===== src/hdl/slcan_pkg.sv =====
package slcan_pkg;

    localparam int unsigned LINE_LIMIT = 32;
    localparam int unsigned POS_W      = 6;

    localparam logic [7:0] CHAR_CR      = 8'h0d;
    localparam logic [7:0] CHAR_STD     = 8'h74;  // 't'
    localparam logic [7:0] CHAR_EXT     = 8'h54;  // 'T'
    localparam logic [7:0] CHAR_STD_RTR = 8'h72;  // 'r'
    localparam logic [7:0] CHAR_EXT_RTR = 8'h52;  // 'R'
    localparam logic [7:0] CHAR_ZERO    = 8'h30;
    localparam logic [7:0] CHAR_NINE    = 8'h39;
    localparam logic [7:0] CHAR_UA      = 8'h41;
    localparam logic [7:0] CHAR_UF      = 8'h46;
    localparam logic [7:0] CHAR_LA      = 8'h61;
    localparam logic [7:0] CHAR_LF      = 8'h66;

    localparam logic [POS_W-1:0] DLC_POS_STD = 6'd4;
    localparam logic [POS_W-1:0] DLC_POS_EXT = 6'd9;
    localparam logic [3:0]       DLC_MAX     = 4'd8;
    localparam logic [9:0]       MS_TO_US    = 10'd1000;

    typedef struct packed {
        logic        ok;
        logic [3:0]  nib;
    } hex_t;

    typedef struct packed {
        logic [28:0] frame_id;
        logic        is_extended;
        logic        is_remote;
        logic [3:0]  data_length;
        logic [63:0] payload;
        logic        has_timestamp;
        logic [25:0] timestamp_us;
        logic        malformed;
        logic [31:0] frames_total;
        logic [31:0] bytes_total;
    } frame_t;

    function automatic hex_t hex_nibble(input logic [7:0] c);
        hex_t h;
        h.ok  = 1'b1;
        h.nib = 4'd0;
        if (c >= CHAR_ZERO && c <= CHAR_NINE) begin
            h.nib = 4'(c - CHAR_ZERO);
        end else if (c >= CHAR_UA && c <= CHAR_UF) begin
            h.nib = 4'(c - CHAR_UA + 8'd10);
        end else if (c >= CHAR_LA && c <= CHAR_LF) begin
            h.nib = 4'(c - CHAR_LA + 8'd10);
        end else begin
            h.ok = 1'b0;
        end
        return h;
    endfunction

endpackage


===== src/hdl/slcan_parse.sv =====
module slcan_parse (
    input  logic                  aclk,
    input  logic                  aresetn,
    input  logic                  step_en,
    input  logic [7:0]            rx_byte,
    output logic                  emit,
    output slcan_pkg::frame_t     frame
);
    import slcan_pkg::*;

    logic              collecting_reg, collecting_next;
    logic [POS_W-1:0]  pos_reg, pos_next;
    logic              ext_reg, ext_next;
    logic              rem_reg, rem_next;
    logic [28:0]       id_reg, id_next;
    logic [3:0]        dlc_reg, dlc_next;
    logic [63:0]       data_reg, data_next;
    logic [15:0]       stamp_reg, stamp_next;
    logic              seen_reg, seen_next;
    logic              err_reg, err_next;
    logic [31:0]       frames_reg, frames_next;
    logic [31:0]       bytes_reg, bytes_next;

    hex_t              hx;
    logic              is_start;
    logic [POS_W-1:0]  dlc_pos;
    logic [POS_W-1:0]  data_start;
    logic [POS_W-1:0]  d_off;
    logic [POS_W-1:0]  s_off;
    logic [4:0]        dlen;
    logic [3:0]        nib_idx;
    logic              short_line;
    logic [31:0]       frames_inc;
    logic [31:0]       bytes_inc;

    assign hx         = hex_nibble(rx_byte);
    assign is_start   = (rx_byte == CHAR_STD) || (rx_byte == CHAR_EXT) ||
                        (rx_byte == CHAR_STD_RTR) || (rx_byte == CHAR_EXT_RTR);
    assign dlc_pos    = ext_reg ? DLC_POS_EXT : DLC_POS_STD;
    assign data_start = dlc_pos + 6'd1;
    assign dlen       = {dlc_reg, 1'b0};
    assign d_off      = pos_reg - data_start;
    assign s_off      = d_off - {1'b0, dlen};
    // first hex digit of a byte is its high nibble
    assign nib_idx    = {d_off[3:1], ~d_off[0]};
    assign short_line = {1'b0, pos_reg} < ({1'b0, data_start} + {2'b00, dlen});
    assign frames_inc = frames_reg + 32'd1;
    assign bytes_inc  = bytes_reg + {28'd0, dlc_reg};

    assign emit = collecting_reg && (rx_byte == CHAR_CR);

    always_comb begin
        frame.frame_id      = ext_reg ? id_reg : {18'd0, id_reg[10:0]};
        frame.is_extended   = ext_reg;
        frame.is_remote     = rem_reg;
        frame.data_length   = dlc_reg;
        frame.payload       = data_reg;
        frame.has_timestamp = seen_reg;
        frame.timestamp_us  = 26'({10'd0, stamp_reg} * {16'd0, MS_TO_US});
        frame.malformed     = err_reg || short_line;
        frame.frames_total  = frames_inc;
        frame.bytes_total   = bytes_inc;
    end

    always_comb begin
        collecting_next = collecting_reg;
        pos_next        = pos_reg;
        ext_next        = ext_reg;
        rem_next        = rem_reg;
        id_next         = id_reg;
        dlc_next        = dlc_reg;
        data_next       = data_reg;
        stamp_next      = stamp_reg;
        seen_next       = seen_reg;
        err_next        = err_reg;
        frames_next     = frames_reg;
        bytes_next      = bytes_reg;
        if (step_en) begin
            if (!collecting_reg) begin
                if (is_start) begin
                    collecting_next = 1'b1;
                    pos_next        = 6'd1;
                    ext_next        = (rx_byte == CHAR_EXT) || (rx_byte == CHAR_EXT_RTR);
                    rem_next        = (rx_byte == CHAR_STD_RTR) || (rx_byte == CHAR_EXT_RTR);
                    id_next         = '0;
                    dlc_next        = '0;
                    data_next       = '0;
                    stamp_next      = '0;
                    seen_next       = 1'b0;
                    err_next        = 1'b0;
                end
            end else if (rx_byte == CHAR_CR) begin
                frames_next     = frames_inc;
                bytes_next      = bytes_inc;
                collecting_next = 1'b0;
                pos_next        = '0;
            end else if (({1'b0, pos_reg} + 7'd1) >= 7'(LINE_LIMIT)) begin
                collecting_next = 1'b0;
                pos_next        = '0;
            end else begin
                pos_next = pos_reg + 6'd1;
                if (pos_reg < dlc_pos) begin
                    id_next = {id_reg[24:0], hx.nib};
                    if (!hx.ok) err_next = 1'b1;
                end else if (pos_reg == dlc_pos) begin
                    if (rx_byte >= CHAR_ZERO && rx_byte <= CHAR_NINE) begin
                        if (rx_byte == CHAR_NINE) begin
                            dlc_next = rem_reg ? 4'd0 : DLC_MAX;
                            err_next = 1'b1;
                        end else begin
                            dlc_next = rem_reg ? 4'd0 : 4'(rx_byte - CHAR_ZERO);
                        end
                    end else begin
                        dlc_next = 4'd0;
                        err_next = 1'b1;
                    end
                end else if ({1'b0, d_off} < {2'b00, dlen}) begin
                    data_next = data_reg | ({60'd0, hx.nib} << {nib_idx, 2'b00});
                    if (!hx.ok) err_next = 1'b1;
                end else begin
                    seen_next = 1'b1;
                    if (s_off < 6'd4) begin
                        stamp_next = {stamp_reg[11:0], hx.nib};
                        if (!hx.ok) err_next = 1'b1;
                    end
                end
            end
        end
    end

    always_ff @(posedge aclk) begin
        if (!aresetn) begin
            collecting_reg <= 1'b0;
            pos_reg        <= '0;
            ext_reg        <= 1'b0;
            rem_reg        <= 1'b0;
            id_reg         <= '0;
            dlc_reg        <= '0;
            data_reg       <= '0;
            stamp_reg      <= '0;
            seen_reg       <= 1'b0;
            err_reg        <= 1'b0;
            frames_reg     <= '0;
            bytes_reg      <= '0;
        end else begin
            collecting_reg <= collecting_next;
            pos_reg        <= pos_next;
            ext_reg        <= ext_next;
            rem_reg        <= rem_next;
            id_reg         <= id_next;
            dlc_reg        <= dlc_next;
            data_reg       <= data_next;
            stamp_reg      <= stamp_next;
            seen_reg       <= seen_next;
            err_reg        <= err_next;
            frames_reg     <= frames_next;
            bytes_reg      <= bytes_next;
        end
    end

endmodule


===== src/hdl/slcan_ascii_frame_parser_core.sv =====
// Parses ASCII serial CAN lines (t/T/r/R, ID, DLC, data, optional ms timestamp,
// CR) one received byte per transaction and returns one decoded frame per CR
// that ends a line. Each byte is registered on entry, decoded against the line
// state and any frame lands in the output register, so a byte is taken every
// cycle; a byte that ends a line waits only while the output register still
// holds an untaken frame. A line longer than LINE_LIMIT characters, CR
// included, is dropped without a frame.
module slcan_ascii_frame_parser_core (
    input  logic        aclk,
    input  logic        aresetn,
    input  logic        s_valid,
    output logic        s_ready,
    input  logic [7:0]  s_rx_byte,
    output logic        m_valid,
    input  logic        m_ready,
    output logic [28:0] m_frame_id,
    output logic        m_is_extended,
    output logic        m_is_remote,
    output logic [3:0]  m_data_length,
    output logic [63:0] m_payload,
    output logic        m_has_timestamp,
    output logic [25:0] m_timestamp_us,
    output logic        m_malformed,
    output logic [31:0] m_frames_total,
    output logic [31:0] m_bytes_total
);
    import slcan_pkg::*;

    logic       in_valid_reg, in_valid_next;
    logic [7:0] in_byte_reg;
    logic       out_valid_reg, out_valid_next;
    frame_t     out_reg;
    frame_t     frame;
    logic       emit;
    logic       step_fire;

    assign step_fire = in_valid_reg && (!emit || !out_valid_reg || m_ready);
    assign s_ready   = !in_valid_reg || step_fire;

    slcan_parse u_parse (
        .aclk    (aclk),
        .aresetn (aresetn),
        .step_en (step_fire),
        .rx_byte (in_byte_reg),
        .emit    (emit),
        .frame   (frame)
    );

    always_comb begin
        in_valid_next = in_valid_reg;
        if (s_valid && s_ready) begin
            in_valid_next = 1'b1;
        end else if (step_fire) begin
            in_valid_next = 1'b0;
        end
        out_valid_next = out_valid_reg;
        if (step_fire && emit) begin
            out_valid_next = 1'b1;
        end else if (m_ready) begin
            out_valid_next = 1'b0;
        end
    end

    always_ff @(posedge aclk) begin
        if (!aresetn) begin
            in_valid_reg  <= 1'b0;
            out_valid_reg <= 1'b0;
        end else begin
            in_valid_reg  <= in_valid_next;
            out_valid_reg <= out_valid_next;
        end
        if (s_valid && s_ready) begin
            in_byte_reg <= s_rx_byte;
        end
        if (step_fire && emit) begin
            out_reg <= frame;
        end
    end

    assign m_valid         = out_valid_reg;
    assign m_frame_id      = out_reg.frame_id;
    assign m_is_extended   = out_reg.is_extended;
    assign m_is_remote     = out_reg.is_remote;
    assign m_data_length   = out_reg.data_length;
    assign m_payload       = out_reg.payload;
    assign m_has_timestamp = out_reg.has_timestamp;
    assign m_timestamp_us  = out_reg.timestamp_us;
    assign m_malformed     = out_reg.malformed;
    assign m_frames_total  = out_reg.frames_total;
    assign m_bytes_total   = out_reg.bytes_total;

    // a new frame only comes from a CR sitting in the input register
    a_frame_from_cr: assert property (@(posedge aclk) disable iff (!aresetn)
        (step_fire && emit) |-> (in_byte_reg == CHAR_CR))
        else $error("frame emitted without CR");

    a_dlc_range: assert property (@(posedge aclk) disable iff (!aresetn)
        m_valid |-> (m_data_length <= DLC_MAX))
        else $error("data length above 8");

    a_remote_empty: assert property (@(posedge aclk) disable iff (!aresetn)
        (m_valid && m_is_remote) |-> (m_data_length == 4'd0 && m_payload == 64'd0))
        else $error("remote frame carries data");

    a_no_overwrite: assert property (@(posedge aclk) disable iff (!aresetn)
        (out_valid_reg && !m_ready) |-> !(step_fire && emit))
        else $error("pending frame overwritten");

endmodule


===== config.mk =====
export PLATFORM = sky130hd
export DESIGN_NAME = slcan_ascii_frame_parser_core
export DESIGN_NICKNAME = d
export VERILOG_FILES = /design/src/hdl/slcan_pkg.sv /design/src/hdl/slcan_parse.sv /design/src/hdl/slcan_ascii_frame_parser_core.sv
export SDC_FILE = /design/constraint.sdc
export NUM_CORES = 1
export LEC_CHECK = 0
export ABC_AREA = 1
export BUFFER_PORTS_ARGS = -buffer_cell sky130_fd_sc_hd__buf_4
export CAP_MARGIN = 20
export CORE_UTILIZATION = 45
export DETAILED_ROUTE_END_ITERATION = 7
export PLACE_DENSITY_LB_ADDON = 0.3
export REMOVE_ABC_BUFFERS = 1
export SYNTH_ARGS = -nofsm -noshare
export SYNTH_HDL_FRONTEND = slang
export SYNTH_SLANG_ARGS = --single-unit

===== constraint.sdc =====
create_clock -name aclk -period 6.3 [get_ports aclk]
set_input_delay 0.315 -clock aclk [delete_from_list [all_inputs] [get_ports aclk]]
set_output_delay 0.315 -clock aclk [all_outputs]
set_load 0.01 [all_outputs]

==> run_results.csv <==
group,metric,value,unit
hold_path,min-delay-start,"s_valid",
placed_design,gpl.final_weighted_congestion,0.959,
die,io_pins,205,
hold_path,holdPathStages,3,
critical_path,cp_data_required_time,6.61,ns
critical_path,timing.critical_path.max_delay_family,"adder cells",
critical_path,cpMostUsedCell,"sky130_fd_sc_hd__inv_1",
clock_network,clockBufferDepth,3,
pwr,vdd_drop_max,0.180,mV
critical_path,timing.critical_path.to_type,"flop",
yosys,synth_top_cells_by_area,"sky130_fd_sc_hd__edfxtp_1, sky130_fd_sc_hd__dfxtp_1, sky130_fd_sc_hd__fa_1, sky130_fd_sc_hd__inv_1, sky130_fd_sc_hd__ha_1",
yosys,synth-edff-count,196,
pwr,power.density,234,mW/mm^2
yosys,post_synth_inst_count,1931,
yosys,post_synth_most_frequent_cells,"sky130_fd_sc_hd__inv_1, sky130_fd_sc_hd__nand2_1, sky130_fd_sc_hd__nor2_1",
timing,period_minus_slack,4.53,ns
detailed_routing,top_routing_layer_used,"met4",
die,fp.dieH,205,um
timing,final.setup.tns,0,ns
clock_network,cts_max_level,2,
timing,timing.max_slew.rel_slack,28.3,%
global_routing,grt_antenna_before_repair,0,
pwr,leakage,9.19,nW
yosys,netlist.top_cell.by_area,"sky130_fd_sc_hd__edfxtp_1",
critical_path,reg2reg_depth,18,
clock_network,cts-buffers-inserted,41,
yosys,yosysSeqAreaShare,52.5,%
global_routing,first_global_vias,13300,
timing,worst-slew-pin-transition,1.08,ns
critical_path,critPathKind,"reg2reg",
placed_design,post-dp-hpwl,28.4,mm
clock_network,clkSlewWorstSetupHoldPaths,0.06,ns
detailed_routing,remaining_drc_errors,0,
critical_path,reg2reg_from,"u_parse.stamp_reg[2]",
placed_design,port-buffer-count,201,
clock_network,cts-root-buf,"sky130_fd_sc_hd__clkbuf_16",
yosys,post-synth-top-count-cell,"sky130_fd_sc_hd__inv_1",
clock_network,clock_tree_from_tritoncts,"done",
yosys,synth.distinct_cells,50,
cells_and_area,post_layout_nonfiller_instances,2688,
detailed_routing,detailed_routing_iterations_pass_1,5,
cells_and_area,syn_to_final_growth,18.3,%
critical_path,critPathMaxFanout,7,
detailed_routing,detailedRoute.firstIterationViolations,829,
detailed_routing,postRouteWirelength,41.0,mm
critical_path,start_kind,"flop",
timing,finalMaxSlewViolations,0,
critical_path,largest_stage_delay_on_the_critical_path,0.53,ns
clock_network,insertion_delay,0.57,ns
detailed_routing,detail_route.wl_per_cell,15.2,um
cells_and_area,layout.nets,2280,
yosys,ys_warn_count,0,
status,outcome,"finished, final reports clean",
yosys,synth_ff_type,"sky130_fd_sc_hd__edfxtp_1",
cells_and_area,final_layout_size_suffix_gt1_share,14.2,%
global_routing,grt_pass1_wl,66.3,mm
timing,finalCritPeriodShare,71.8,%
yosys,syn_area,0.0185,sq mm
flow_run,maxCapViolations,0,
detailed_routing,detailroute.wirelength.met3,1.97,mm
clock_network,post_cts_buffers,0,
die,die_w,205,um
critical_path,critical_path.slowest_cell,"sky130_fd_sc_hd__fa_1",
global_routing,grt.total_usage,19.8,%
timing,hold-worst-slack,0.0366,ns
clock_network,clock-sinks,386,
detailed_routing,dr_total_vias,13500,
timing,setup_viol_count_final,0,
timing,timing.fmax,221,MHz
global_routing,globalRoute.totalOverflow,0,
detailed_routing,met2_routed_wirelength,19.9,mm
yosys,synth_seq_cells,386,
detailed_routing,avgViaCountPerCell,5.04,
hold_path,hold_path.class,"in2reg",
critical_path,critical_path.reg2reg.endpoint,"m_timestamp_us[19]",
detailed_routing,ant_nets,0,
detailed_routing,detail_route.wirelength.met1,18.2,mm
global_routing,grt_max_degree,127,
critical_path,cp_data_arrival_time,4.83,ns
die,coreArea,0.0401,sq mm
critical_path,reg2reg_setup_slack,1.77,ns
timing,timing.clock.skew,0.0171,ns
critical_path,crit_buf_inv,4,
die,fp.dieArea,0.0418,sq mm
critical_path,worst-path-stages,18,
cells_and_area,num_antenna_cells,0,
yosys,synth_async_sr_flop_share,0,%
hold_path,hold_end,"in_valid_reg",
yosys,avgSynthCellArea,9.56,sq um
yosys,synth.top_cell.area_share,31.9,%
critical_path,cp_cell_sequence,"inv_1 > fa_1 > inv_1 > ha_1 > xnor2_1 > fa_1 > inv_1 > fa_1 > ha_1 > inv_1 > o21bai_1 > a21oi_1 > o21ai_0 > nand3_1 > nand2_1 > nand2_1 > nand2_1 > xor2_1",
die,floorplan.rows,73,
timing,rsz0062_at_grt,"no",
placed_design,placed_cells_incl_taps,2604,
die,floorplan.initialDensity,46.0,%
timing,final_hold_violation_count,0,
clock_network,ctsResizeCount,0,
[layout by cell type, fill, tap and decap left out, types with 5 or more instances in the layout]
master / count
sky130_fd_sc_hd__a21o_1: 5
sky130_fd_sc_hd__xor2_1: 64
sky130_fd_sc_hd__a211oi_1: 7
sky130_fd_sc_hd__a21oi_1: 173
sky130_fd_sc_hd__a21oi_2: 6
sky130_fd_sc_hd__nor4_1: 9
sky130_fd_sc_hd__nor3_1: 30
sky130_fd_sc_hd__nor2_1: 212
sky130_fd_sc_hd__clkbuf_16: 42
sky130_fd_sc_hd__ha_1: 81
sky130_fd_sc_hd__nand3_1: 106
sky130_fd_sc_hd__dfxtp_1: 190
sky130_fd_sc_hd__xnor2_1: 14
sky130_fd_sc_hd__nand2_2: 8
sky130_fd_sc_hd__o21ai_0: 72
sky130_fd_sc_hd__dlygate4sd3_1: 8
sky130_fd_sc_hd__inv_2: 7
sky130_fd_sc_hd__clkinv_1: 8
sky130_fd_sc_hd__nand2_1: 268
sky130_fd_sc_hd__buf_4: 205
sky130_fd_sc_hd__fa_1: 57
sky130_fd_sc_hd__nand4_1: 33
sky130_fd_sc_hd__inv_1: 283
sky130_fd_sc_hd__edfxtp_1: 196
sky130_fd_sc_hd__o21bai_1: 10
sky130_fd_sc_hd__clkbuf_1: 5
sky130_fd_sc_hd__clkinv_2: 9
[metrics by stage]
stage,area (sq um),power [mW],setup WS [ns],utilization (%)
after floorplan,18200,2.73,0.253,-
after global placement,20400,2.76,1.88,50.8
after global routing,21800,5.28,1.30,54.4
final,21800,5.11,1.77,54.4
after detailed placement,20400,2.76,1.77,50.9
after CTS,21800,5.17,1.76,54.4
[routing by layer]
metal,vias to the layer above,GRT usage [%]
li1,6746,-
met1,6433,25.0
met2,281,33.5
met3,75,4.30
met4,0,6.32
met5,-,0
[final cells by class]
cell class | count | area, sq um
fill | 3465 | 18300
sequential | 386 | 9690
multi-input combinational | 1191 | 7360
timing repair buffer | 215 | 1660
inverter | 295 | 1120
clock buffer | 49 | 1100
tap | 525 | 657
clock inverter | 27 | 250
[power breakdown]
part | leakage (nW) | internal (mW) | switching (mW)
combinational | 5.18 | 0.0245 | 0.0600
sequential | 3.36 | 2.62 | 0.00741
clock | 0.658 | 1.38 | 1.02
total | 9.19 | 4.03 | 1.08
[worst register-to-register path, cell delays in order, from the launching register on]
cell and delay, ns:
sky130_fd_sc_hd__dfxtp_1 0.49, sky130_fd_sc_hd__inv_1 0.15, sky130_fd_sc_hd__fa_1 0.53, sky130_fd_sc_hd__inv_1 0.04, sky130_fd_sc_hd__ha_1 0.32, sky130_fd_sc_hd__xnor2_1 0.16, sky130_fd_sc_hd__fa_1 0.53, sky130_fd_sc_hd__inv_1 0.05
sky130_fd_sc_hd__fa_1 0.45, sky130_fd_sc_hd__ha_1 0.35, sky130_fd_sc_hd__inv_1 0.05, sky130_fd_sc_hd__o21bai_1 0.16, sky130_fd_sc_hd__a21oi_1 0.08, sky130_fd_sc_hd__o21ai_0 0.47, sky130_fd_sc_hd__nand3_1 0.13, sky130_fd_sc_hd__nand2_1 0.12
sky130_fd_sc_hd__nand2_1 0.06, sky130_fd_sc_hd__nand2_1 0.06, sky130_fd_sc_hd__xor2_1 0.06
[how the worst max path moves through the flow]
stage	from	slack, ns	to
final	u_parse.stamp_reg[2]	1.77	m_timestamp_us[19]
after detailed placement	u_parse.stamp_reg[2]	1.77	m_timestamp_us[23]
after CTS	u_parse.stamp_reg[2]	1.76	m_timestamp_us[23]
after global placement	u_parse.stamp_reg[1]	1.88	m_timestamp_us[23]
after global routing	u_parse.ext_reg	1.30	u_parse.stamp_reg[2]
after floorplan	u_parse.collecting_reg	0.25	u_parse.frames_reg[17]
[kinds of logic after synthesis]
| kind of cell | synth area share (%) |
|---|---|
| other | 0.0203 |
| adder cells (fa/ha/maj) | 11.7 |
| flip-flops | 52.5 |
| AND/OR/NAND/NOR | 15.9 |
| XOR/XNOR | 3.70 |
| AO/OA/AOI/OAI | 8.54 |
| buffers and inverters | 7.72 |
[what timing repair did]
item	4_1_cts	5_1_grt
setup endpoints to repair	0	0
hold endpoints to repair	8	0
hold buffers	8	0
Note: power is estimated with default switching activity, not from simulation.
